[config.mk]
export PLATFORM = sky130hd
export DESIGN_NAME = rgb_to_hsv
export DESIGN_NICKNAME = d
export VERILOG_FILES = /design/src/rtl/core/rth_pkg.sv /design/src/rtl/core/rth_prep.sv /design/src/rtl/core/rth_div.sv /design/src/rtl/core/rgb_to_hsv.sv
export VERILOG_INCLUDE_DIRS = /design/src /design/src/rtl/core
export SDC_FILE = /design/constraint.sdc
export NUM_CORES = 1
export LEC_CHECK = 0
export BUFFER_PORTS_ARGS = -buffer_cell sky130_fd_sc_hd__buf_2
export CAP_MARGIN = 25
export CORE_MARGIN = 2
export CORE_UTILIZATION = 35
export DETAILED_ROUTE_END_ITERATION = 7
export GPL_TIMING_DRIVEN = 0
export PLACE_DENSITY = 0.5
export SYNTH_ARGS = -nofsm -noshare
export SYNTH_HDL_FRONTEND = slang
export SYNTH_SLANG_ARGS = --single-unit
[constraint.sdc]
create_clock -name clk -period 9.5 [get_ports clk]
set_input_delay 0.475 -clock clk [delete_from_list [all_inputs] [get_ports clk]]
set_output_delay 0.475 -clock clk [all_outputs]
set_load 0.02 [all_outputs]
[src/rtl/core/rgb_to_hsv_defines.svh]
// Assertion macros shared by the RTL that checks itself.
`ifndef RGB_TO_HSV_DEFINES_SVH
`define RGB_TO_HSV_DEFINES_SVH

`ifndef NO_ASSERTIONS

// The consequent must hold in the same cycle as the antecedent.
`define RTH_ASSERT_IMPLY(label, clk, rst_n, ante, cons) \
	label: assert property (@(posedge clk) disable iff (!(rst_n)) (ante) |-> (cons)) \
		else $error("rgb_to_hsv: implication check failed");

// The condition must hold at every clock edge outside reset.
`define RTH_ASSERT_ALWAYS(label, clk, rst_n, cond) \
	label: assert property (@(posedge clk) disable iff (!(rst_n)) (cond)) \
		else $error("rgb_to_hsv: invariant check failed");

// A beat entering must leave after the delay given by lat.
`define RTH_ASSERT_LATENCY(label, clk, rst_n, ante, lat, cons) \
	label: assert property (@(posedge clk) disable iff (!(rst_n)) (ante) |-> ##lat (cons)) \
		else $error("rgb_to_hsv: latency check failed");

`else

`define RTH_ASSERT_IMPLY(label, clk, rst_n, ante, cons)
`define RTH_ASSERT_ALWAYS(label, clk, rst_n, cond)
`define RTH_ASSERT_LATENCY(label, clk, rst_n, ante, lat, cons)

`endif

`endif

[src/rtl/core/rth_pkg.sv]
package rth_pkg;

	// Hue is kept in 1/64 degree.
	localparam logic [14:0] HUE_OFF_RED     = 15'd0;
	localparam logic [14:0] HUE_OFF_GREEN   = 15'd7680;
	localparam logic [14:0] HUE_OFF_BLUE    = 15'd15360;
	localparam logic [14:0] HUE_OFF_RED_NEG = 15'd23040;
	localparam logic [14:0] HUE_FULL        = 15'd23040;
	localparam logic [15:0] SAT_ONE         = 16'd32768;

	// Divider geometry: both dividers share the same number of stages.
	localparam int DIV_STAGES = 4;
	localparam int HUE_QW     = 12;
	localparam int SAT_QW     = 16;
	localparam int HUE_STEP   = HUE_QW / DIV_STAGES;
	localparam int SAT_STEP   = SAT_QW / DIV_STAGES;

	// Cycles from an accepted beat to its result strobe.
	localparam int LATENCY = DIV_STAGES + 2;

	// Fields produced by the front stage for both dividers.
	typedef struct packed {
		logic [HUE_QW+7:0] hue_num;
		logic [SAT_QW+7:0] sat_num;
		logic [7:0]        dlt;
		logic [7:0]        mx;
		logic [14:0]       off;
		logic              neg;
	} prep_t;

	// Side information that rides along with the hue divider.
	typedef struct packed {
		logic [14:0] off;
		logic        neg;
		logic        grey;
	} hue_side_t;

endpackage

[src/rtl/core/rth_prep.sv]
module rth_prep
	import rth_pkg::*;
(
	input  logic       clk,
	input  logic       arst_n,
	input  logic       vld_in,
	input  logic [7:0] red,
	input  logic [7:0] green,
	input  logic [7:0] blue,
	output logic       vld_s1,
	output prep_t      prep_s1
);

	logic        red_max;
	logic        green_max;
	logic [7:0]  mx;
	logic [7:0]  mn;
	logic [7:0]  dlt;
	logic [7:0]  sub_a;
	logic [7:0]  sub_b;
	logic        neg;
	logic [7:0]  absx;
	logic [14:0] off;
	prep_t       prep_d;

	// Pick the maximum component; red wins every tie, green wins over blue.
	always_comb begin
		red_max   = (red >= green) && (red >= blue);
		green_max = !red_max && (green >= blue);
		if (red_max) begin
			mx    = red;
			sub_a = green;
			sub_b = blue;
			off   = HUE_OFF_RED;
		end else if (green_max) begin
			mx    = green;
			sub_a = blue;
			sub_b = red;
			off   = HUE_OFF_GREEN;
		end else begin
			mx    = blue;
			sub_a = red;
			sub_b = green;
			off   = HUE_OFF_BLUE;
		end
		mn = red;
		if (green < mn) begin
			mn = green;
		end
		if (blue < mn) begin
			mn = blue;
		end
		dlt = mx - mn;
	end

	// Signed hue difference as magnitude and sign; a negative red hue wraps at 360.
	always_comb begin
		neg  = sub_a < sub_b;
		absx = neg ? (sub_b - sub_a) : (sub_a - sub_b);
		prep_d.off = (red_max && neg) ? HUE_OFF_RED_NEG : off;
		prep_d.neg = neg;
		prep_d.dlt = dlt;
		prep_d.mx  = mx;
		// 3840 * absx as (absx << 12) - (absx << 8).
		prep_d.hue_num = {absx, 12'd0} - {4'd0, absx, 8'd0};
		// delta * 32768.
		prep_d.sat_num = {1'b0, dlt, 15'd0};
	end

	always_ff @(posedge clk or negedge arst_n) begin
		if (!arst_n) begin
			vld_s1 <= 1'b0;
		end else begin
			vld_s1 <= vld_in;
		end
	end

	always_ff @(posedge clk) begin
		prep_s1 <= prep_d;
	end

endmodule

[src/rtl/core/rth_div.sv]
module rth_div
	import rth_pkg::*;
#(
	parameter int QW   = 12,
	parameter int STEP = 3,
	parameter int TW   = 1
) (
	input  logic          clk,
	input  logic          arst_n,
	input  logic          vld_in,
	input  logic [QW+7:0] num,
	input  logic [7:0]    den,
	input  logic [TW-1:0] tag_in,
	output logic          vld_out,
	output logic [QW-1:0] quo,
	output logic [7:0]    rem,
	output logic [TW-1:0] tag_out
);

	localparam int NS = QW / STEP;

	// Stage k register set holds the state after stage k has run.
	logic          vld_s [NS];
	logic [7:0]    rem_s [NS];
	logic [QW-1:0] wrk_s [NS];
	logic [7:0]    den_s [NS];
	logic [TW-1:0] tag_s [NS];

	// Several restoring division steps; quotient bits shift in as dividend bits shift out.
	function automatic logic [QW+7:0] div_steps(input logic [7:0] r_in,
			input logic [QW-1:0] w_in, input logic [7:0] dv);
		logic [8:0]    r9;
		logic [7:0]    r;
		logic [QW-1:0] w;
		r = r_in;
		w = w_in;
		for (int i = 0; i < STEP; i++) begin
			r9 = {r, w[QW-1]};
			if (r9 >= {1'b0, dv}) begin
				r9 = r9 - {1'b0, dv};
				w  = {w[QW-2:0], 1'b1};
			end else begin
				w  = {w[QW-2:0], 1'b0};
			end
			r = r9[7:0];
		end
		return {r, w};
	endfunction

	for (genvar k = 0; k < NS; k++) begin : g_stage
		logic          src_vld;
		logic [7:0]    src_rem;
		logic [QW-1:0] src_wrk;
		logic [7:0]    src_den;
		logic [TW-1:0] src_tag;
		logic [QW+7:0] nxt;

		// The first stage takes the operands; later stages take the stage before.
		if (k == 0) begin : g_first
			assign src_vld = vld_in;
			assign src_rem = num[QW+7:QW];
			assign src_wrk = num[QW-1:0];
			assign src_den = den;
			assign src_tag = tag_in;
		end else begin : g_next
			assign src_vld = vld_s[k-1];
			assign src_rem = rem_s[k-1];
			assign src_wrk = wrk_s[k-1];
			assign src_den = den_s[k-1];
			assign src_tag = tag_s[k-1];
		end

		assign nxt = div_steps(src_rem, src_wrk, src_den);

		always_ff @(posedge clk or negedge arst_n) begin
			if (!arst_n) begin
				vld_s[k] <= 1'b0;
			end else begin
				vld_s[k] <= src_vld;
			end
		end

		always_ff @(posedge clk) begin
			rem_s[k] <= nxt[QW+7:QW];
			wrk_s[k] <= nxt[QW-1:0];
			den_s[k] <= src_den;
			tag_s[k] <= src_tag;
		end
	end

	assign vld_out = vld_s[NS-1];
	assign quo     = wrk_s[NS-1];
	assign rem     = rem_s[NS-1];
	assign tag_out = tag_s[NS-1];

endmodule

[src/rtl/core/rgb_to_hsv.sv]
// Channel   Direction  Handshake                 Fields
// pixel     in         start high, busy low      red, green, blue
// result    out        done, one cycle           hue, saturation, value
//
// A pixel beat can be taken every cycle; busy never rises.
// Each result strobes done after its beat has passed one front stage, four
// stages in each of the hue and saturation dividers, and one output stage.
// The divider stages set the depth: 3 hue or 4 saturation quotient bits each.
// Reset clears only the valid bits; there is no stall anywhere in the pipe.
`include "rgb_to_hsv_defines.svh"

module rgb_to_hsv
	import rth_pkg::*;
(
	input  logic        clk,
	input  logic        arst_n,
	input  logic        start,
	output logic        busy,
	input  logic [7:0]  red,
	input  logic [7:0]  green,
	input  logic [7:0]  blue,
	output logic        done,
	output logic [14:0] hue,
	output logic [15:0] saturation,
	output logic [7:0]  value
);

	logic              vld_s1;
	prep_t             prep_s1;
	hue_side_t         hside_s1;
	logic              hvld_s5;
	logic              svld_s5;
	logic [HUE_QW-1:0] hquo_s5;
	logic [SAT_QW-1:0] squo_s5;
	logic [7:0]        hrem_s5;
	logic [7:0]        srem_s5;
	logic [$bits(hue_side_t)-1:0] htag_s5;
	logic [7:0]        mx_s5;
	hue_side_t         hside_s5;
	logic [14:0]       hue_d;
	logic [15:0]       sat_d;

	// The pipe never stalls, so a beat is taken whenever start is high.
	assign busy = 1'b0;

	rth_prep u_prep (
		.clk     (clk),
		.arst_n  (arst_n),
		.vld_in  (start),
		.red     (red),
		.green   (green),
		.blue    (blue),
		.vld_s1  (vld_s1),
		.prep_s1 (prep_s1)
	);

	always_comb begin
		hside_s1.off  = prep_s1.off;
		hside_s1.neg  = prep_s1.neg;
		hside_s1.grey = (prep_s1.dlt == 8'd0);
	end

	// Hue divider: 3840 * |difference| / delta.
	rth_div #(
		.QW   (HUE_QW),
		.STEP (HUE_STEP),
		.TW   ($bits(hue_side_t))
	) u_hue_div (
		.clk     (clk),
		.arst_n  (arst_n),
		.vld_in  (vld_s1),
		.num     (prep_s1.hue_num),
		.den     (prep_s1.dlt),
		.tag_in  (hside_s1),
		.vld_out (hvld_s5),
		.quo     (hquo_s5),
		.rem     (hrem_s5),
		.tag_out (htag_s5)
	);

	// Saturation divider: delta * 32768 / max, with max riding along as value.
	rth_div #(
		.QW   (SAT_QW),
		.STEP (SAT_STEP),
		.TW   (8)
	) u_sat_div (
		.clk     (clk),
		.arst_n  (arst_n),
		.vld_in  (vld_s1),
		.num     (prep_s1.sat_num),
		.den     (prep_s1.mx),
		.tag_in  (prep_s1.mx),
		.vld_out (svld_s5),
		.quo     (squo_s5),
		.rem     (srem_s5),
		.tag_out (mx_s5)
	);

	assign hside_s5 = hue_side_t'(htag_s5);

	// Add the sector offset; a negative difference subtracts the ceiling; a grey pixel gets hue zero.
	always_comb begin
		if (hside_s5.grey) begin
			hue_d = 15'd0;
		end else if (hside_s5.neg) begin
			hue_d = hside_s5.off - {3'd0, hquo_s5} - {14'd0, (hrem_s5 != 8'd0)};
		end else begin
			hue_d = hside_s5.off + {3'd0, hquo_s5};
		end
		// A black pixel has zero saturation; the remainder plays no part here.
		sat_d = (mx_s5 == 8'd0) ? 16'd0 : squo_s5;
	end

	always_ff @(posedge clk or negedge arst_n) begin
		if (!arst_n) begin
			done <= 1'b0;
		end else begin
			done <= hvld_s5;
		end
	end

	always_ff @(posedge clk) begin
		hue        <= hue_d;
		saturation <= sat_d;
		value      <= mx_s5;
	end

	// Both dividers must carry the same beats in lockstep.
	`RTH_ASSERT_ALWAYS(a_div_lockstep, clk, arst_n, hvld_s5 == svld_s5)
	// Every accepted beat comes out after the fixed latency.
	`RTH_ASSERT_LATENCY(a_latency, clk, arst_n, start && !busy, LATENCY, done)
	// Hue stays below a full turn.
	`RTH_ASSERT_IMPLY(a_hue_range, clk, arst_n, done, hue < HUE_FULL)
	// Saturation never exceeds one.
	`RTH_ASSERT_IMPLY(a_sat_range, clk, arst_n, done, saturation <= SAT_ONE)
	// The saturation remainder stays below the divisor for a nonblack pixel.
	`RTH_ASSERT_IMPLY(a_sat_rem, clk, arst_n, svld_s5 && (mx_s5 != 8'd0), srem_s5 < mx_s5)

endmodule

# Yosys cells after proc, flatten, opt, wreduce, memory -nomap -nowiden
# Memory sizes are Yosys's and may differ from the RTL's. A register that Yosys moved wholly into a read port is not among the register bits.
# Cells that the tools add are included.
# totals
input_bits,27
wordCells,167
n_memories,8
ramBits,340
output_inout_bits,41
reg_bits,81
# mem_list
memory,depth,width,rd,rd_clocked_by_memory_dff,wr,line,source
u_hue_div.tag_s,4,17,4,0,4,rth_div.sv:27,logic [TW-1:0] tag_s [NS];
u_sat_div.wrk_s,4,16,4,1,4,rth_div.sv:25,logic [QW-1:0] wrk_s [NS];
u_hue_div.wrk_s,4,12,4,0,4,rth_div.sv:25,
u_hue_div.den_s,4,8,3,0,4,rth_div.sv:26,logic [7:0] den_s [NS];
u_hue_div.rem_s,4,8,4,0,4,rth_div.sv:24,logic [7:0] rem_s [NS];
u_sat_div.den_s,4,8,3,0,4,rth_div.sv:26,
+2 memories,-,-,-,-,-,-,
# op_classes
mux,68
add_sub_neg,35
magnitude_cmp,34
reduce_logical,8
# ops
operator,count
2-to-1 mux 8 bit,37
subtractor 8 bit,31
greater-or-equal comparator 9 x 8 -> 1 bit,27
greater-or-equal comparator 8 bit,4
2-to-1 mux 15 bit,2
2-to-1 mux 1 bit,28
less-than comparator 8 bit,3
subtractor 20 x 16 -> 20 bit,1
zero test 8 bit,2
adder 15 x 12 -> 15 bit,1
subtractor 15 x 1 -> 15 bit,1
subtractor 15 x 12 -> 15 bit,1
2-to-1 mux 14 bit,1
nonzero test 8 bit,1
logical AND 1 bit,3
OR reduction 2 bit,1
zero test 1 bit,1

# Logic depth before layout (Yosys ltp)
# depth
word_depth,9
mapped_depth,40
mapped_depth_nobuf,38

# By module
# Synthesis repeated with hierarchy kept, for this count alone.
# hier_totals
cells_unflattened,2651
area_unflattened_um2,25077.8
# modules_own_cells
mod,cells_each,area_per_inst_um2,instances,seq_area_each_um2
rth_div at u_sat_div,1052,9993.3,1,3143.0
rth_div at u_hue_div,825,8577.0,1,3543.4
rth_prep,481,3945.0,1,705.7
rgb_to_hsv,293,2562.5,1,805.8

# Worst setup path after synthesis
# OpenSTA, ideal clock, no wires.
# synth_path
path_type,register to register
from,"register, netlist name u_prep.prep_s1[47]"
to,memory u_sat_div.rem_s[0][3]
slack_ns,1.386
stages_incl_launch_ff,38
synth_period_minus_slack_ns,8.114
required_time_ns,9.379
setup_ns,0.121
path_buffers,2
arrival_ns,7.993
path_cell_list,dfxtp_1 inv_1 ha_1 inv_1 fa_1 a21o_1 a221o_2 o41ai_1 or2_2 clkbuf_1 nor2_1 a21oi_1 inv_1 ha_1 nor2b_1 o31a_1 o31a_1 o21a_1 (+2 left out) buf_6 mux2_2 ha_1 or2_2 a21oi_1 a31o_2 a21oi_1 a41oi_2 inv_2 mux2_2 ha_1 or3_1 o31ai_1 a21oi_1 nand2b_1 nor2_1 a31oi_4 mux2_2
# synth_lines
item,line
"end, declared",rth_div.sv:24

==> impl_metrics.toml <==
[outcome]
status = "completed"

[global_routing]
grt_pass1_wl_um = 83100
grt_overflow = 0
grt_usage_pct = 16.7
grt_max_degree = 15
grt_pass1_vias = 16400
antenna_found_initial = 0

[critical_path]
cp_max_fo = 9
cp-startpoint = "u_prep.prep_s1[17]"
worstSetupPathType = "reg -> reg"
reg2reg_to = "u_sat_div.rem_s[0][4]"
worstSetupStartpointType = "register"
cp_slowest_cell = "fa_1"
r2r_cells = 37
r2r-start = "u_prep.prep_s1[17]"
worst_ep_required_time_ns = 9.92
cp_slowest_stage_delay_ns = 0.50
reg2reg_slack_ns = 0.58
cp-endpoint = "u_sat_div.rem_s[0][4]"
endpoint_kind = "register"
cp.arrival_ns = 9.34
cpMostUsedCell = "a21oi_1"

[place]
gp_congestion = 0.844
dp.final_hpwl_um = 40600
portBuffers = 66

[cells_and_area]
n_fill_cell = 5805
seqCellArea_um2 = 5840
multi_input_area_um2 = 13900
final_common_cell = "ha_1"
layout-drive-gt1-share_pct = 12.4
antenna_cells = 0
area_growth_pct = 12.7
final_cell_mix = "ha_1 (288), dfxtp_1 (284), inv_1 (219), nor2_1 (216), a21oi_1 (164)"
final_nets = 2776

[die]
die_h_um = 247
io_pins = 68
fp.dieArea_um2 = 61000
start_util_pct = 35.2
die_x_um = 247
std_cell_rows = 89
core_um2 = 58700

[synthesis]
synthArstFlopShare_pct = 2.07
yosysWarnings = 0
syn-cell-area_um2 = 20700
ys_seq_area_share_pct = 28.2
syn_nets = 2670
synth_area_leader_cell = "dfxtp_1"
ys_types = 95
synth_edf_count = 0
synthFlopType = "dfxtp_1"
ys_ff_latch = 290
synth.area.top_cells = "dfxtp_1 (28%), ha_1 (17%), mux2_2 (5.5%)"
synthCells = 2339
netlist.area_leader.share_pct = 27.5
syn_area_per_cell_um2 = 8.83

[drt]
drc_errors = 0
vias = 16500
highest_layer = "met4"
dr_wl_met2_um = 22700
drt-met1-wl_um = 24500
avgViaCountPerCell = 5.10
drt.antenna.violating_nets = 0
finalWirelength_um = 50400
drt-pass1-iter-count = 5
wire_per_inst_um = 15.5
first_iter_violations = 660
dr_wl_met3_um = 1860

[clocking]
h-tree-depth = 2
numClockSinks = 290
cts-buffers-inserted = 36
clk_latency_ns = 0.56
cts_tree = "yes"
clkSlewWorstSetupHoldPaths_ns = 0.06
cts-root-buf = "clkbuf_16"
clock_path_buffers = 3

[timing]
fin_setup_tns_ns = 0
fin_crit_ns = 8.92
final_hold_viol_count = 0
grt_setup_unrepaired = "false"
clock_skew_ns = 0.0140
max_freq_ghz = 0.112
drv_slew = 0
max-slew-margin-rel_pct = 32.6
tightest_slew_ns = 1.01
setup_viol = 0
period_share_pct = 93.9

[run]
maxCapViolCount = 0

[worst_hold_path]
hold_path_class = "in -> async"
[kinds of logic (layout without fill, tap and decap cells)]
family	after synthesis	after routing	share of synthesized area, %
other cells	1	1	0.0182
mux	146	146	7.71
xor+xnor	157	157	6.66
simple gates	590	590	14.2
flops	290	290	28.2
compound gates	591	591	19.3
buf+inv	260	392	4.85
fa+ha+maj	304	304	19.0
[through the flow]
stage / instance area [um^2] / utilization (%) / hold WS, ns / setup WS (ns) / cells
detailed placement: 22000 / 37.4 / 0.309 / 0.0376 / 3178
finish: 23300 / 39.7 / 0.298 / 0.582 / 3244
global placement: 22000 / 37.4 / 0.309 / 0.0966 / 3178
CTS: 23300 / 39.6 / 0.244 / 0.144 / 3245
global route: 23300 / 39.7 / 0.276 / 0.0385 / 3244
floorplan: 20700 / - / 0.179 / 1.39 / 2339
[final cells by class]
type,instances,share of cell area (%)
multi-input cells,1789,59.5
flip-flops and latches,290,25.1
well taps,773,4.15
clock buffers,44,4.13
inverters,223,3.61
repair buffers,69,1.54
clock inverters,20,1.33
plain buffers,36,0.693
[Yosys cell counts (4+ instances only)]
cell and count:
ha_1 288, dfxtp_1 284, inv_1 219, nor2_1 216
a21oi_1 166, o21ai_0 119, xnor2_1 119, mux2_2 101
nand2_1 76, a21o_1 59, nor3_1 53, nor2b_1 49
mux2i_1 44, o21a_1 44, xor2_1 38, and2_1 32
nand2b_1 26, o21bai_1 25, or2_2 25, nand4_1 24
clkbuf_1 23, and3_1 22, o31ai_1 18, nand3_1 17
a211oi_1 16, fa_1 16, a31oi_1 13, o31a_1 13
a21boi_0 12, or3_1 12, a221o_1 11, buf_2 9
a211o_1 8, and4_1 8, o22ai_1 7, a31o_2 6
dfrtp_1 6, o211ai_1 6, o41ai_1 6, nand3b_1 5
nor4_1 4, o2111ai_1 4, o21ai_1 4, or4_1 4
[how the worst min path moves through the flow]
stage,endpoint,slack [ns],cells after the start
final,u_hue_div.g_stage[1].src_vld,0.30,2
after global placement,done,0.31,1
after global routing,u_prep.prep_s1[16],0.28,2
after floorplan,done,0.18,0
after CTS,u_prep.prep_s1[16],0.24,2
after detailed placement,done,0.31,1
[state kept, by name, summed over array words and instances, names as in the netlist]
name,flops
u_hue_div.wrk_s,31
value,8
u_sat_div.tag_s,24
u_sat_div.rem_s,24
u_hue_div.rem_s,32
u_sat_div.den_s,8
hue,15
u_hue_div.g_stage.src_vld,3
saturation,16
done,1
u_prep.prep_s1,34
u_hue_div.tag_s,28
u_hue_div.vld_out,1
u_prep.vld_s1,1
u_sat_div.wrk_s,40
u_hue_div.den_s,24
[layer usage]
layer,vias to the layer above,global-route usage (%)
li1,8502,-
met1,7711,22.3
met2,258,27.8
met3,71,2.29
met4,0,4.94
met5,-,0
[what timing repair did]
item,4_1_cts,5_1_grt
resized for setup,0,7
hold buffers,2,0
pin swaps,0,0
endpoints found under the hold margin,7,0
setup buffers,1,0
endpoints found under the setup margin,4,23
[worst max-delay path, delay by kind of cell, from the launching register on]
family / cells / cell delay [ns]
adder cells (fa/ha/maj): 4 / 1.50
flip-flops: 1 / 0.47
AND/OR/NAND/NOR: 7 / 1.10
buffers and inverters: 5 / 0.54
multiplexers: 2 / 0.77
AO/OA/AOI/OAI: 19 / 4.39
Power is not shown: default switching activity piles up to over one toggle a cycle in this logic, so the estimate is an artifact.
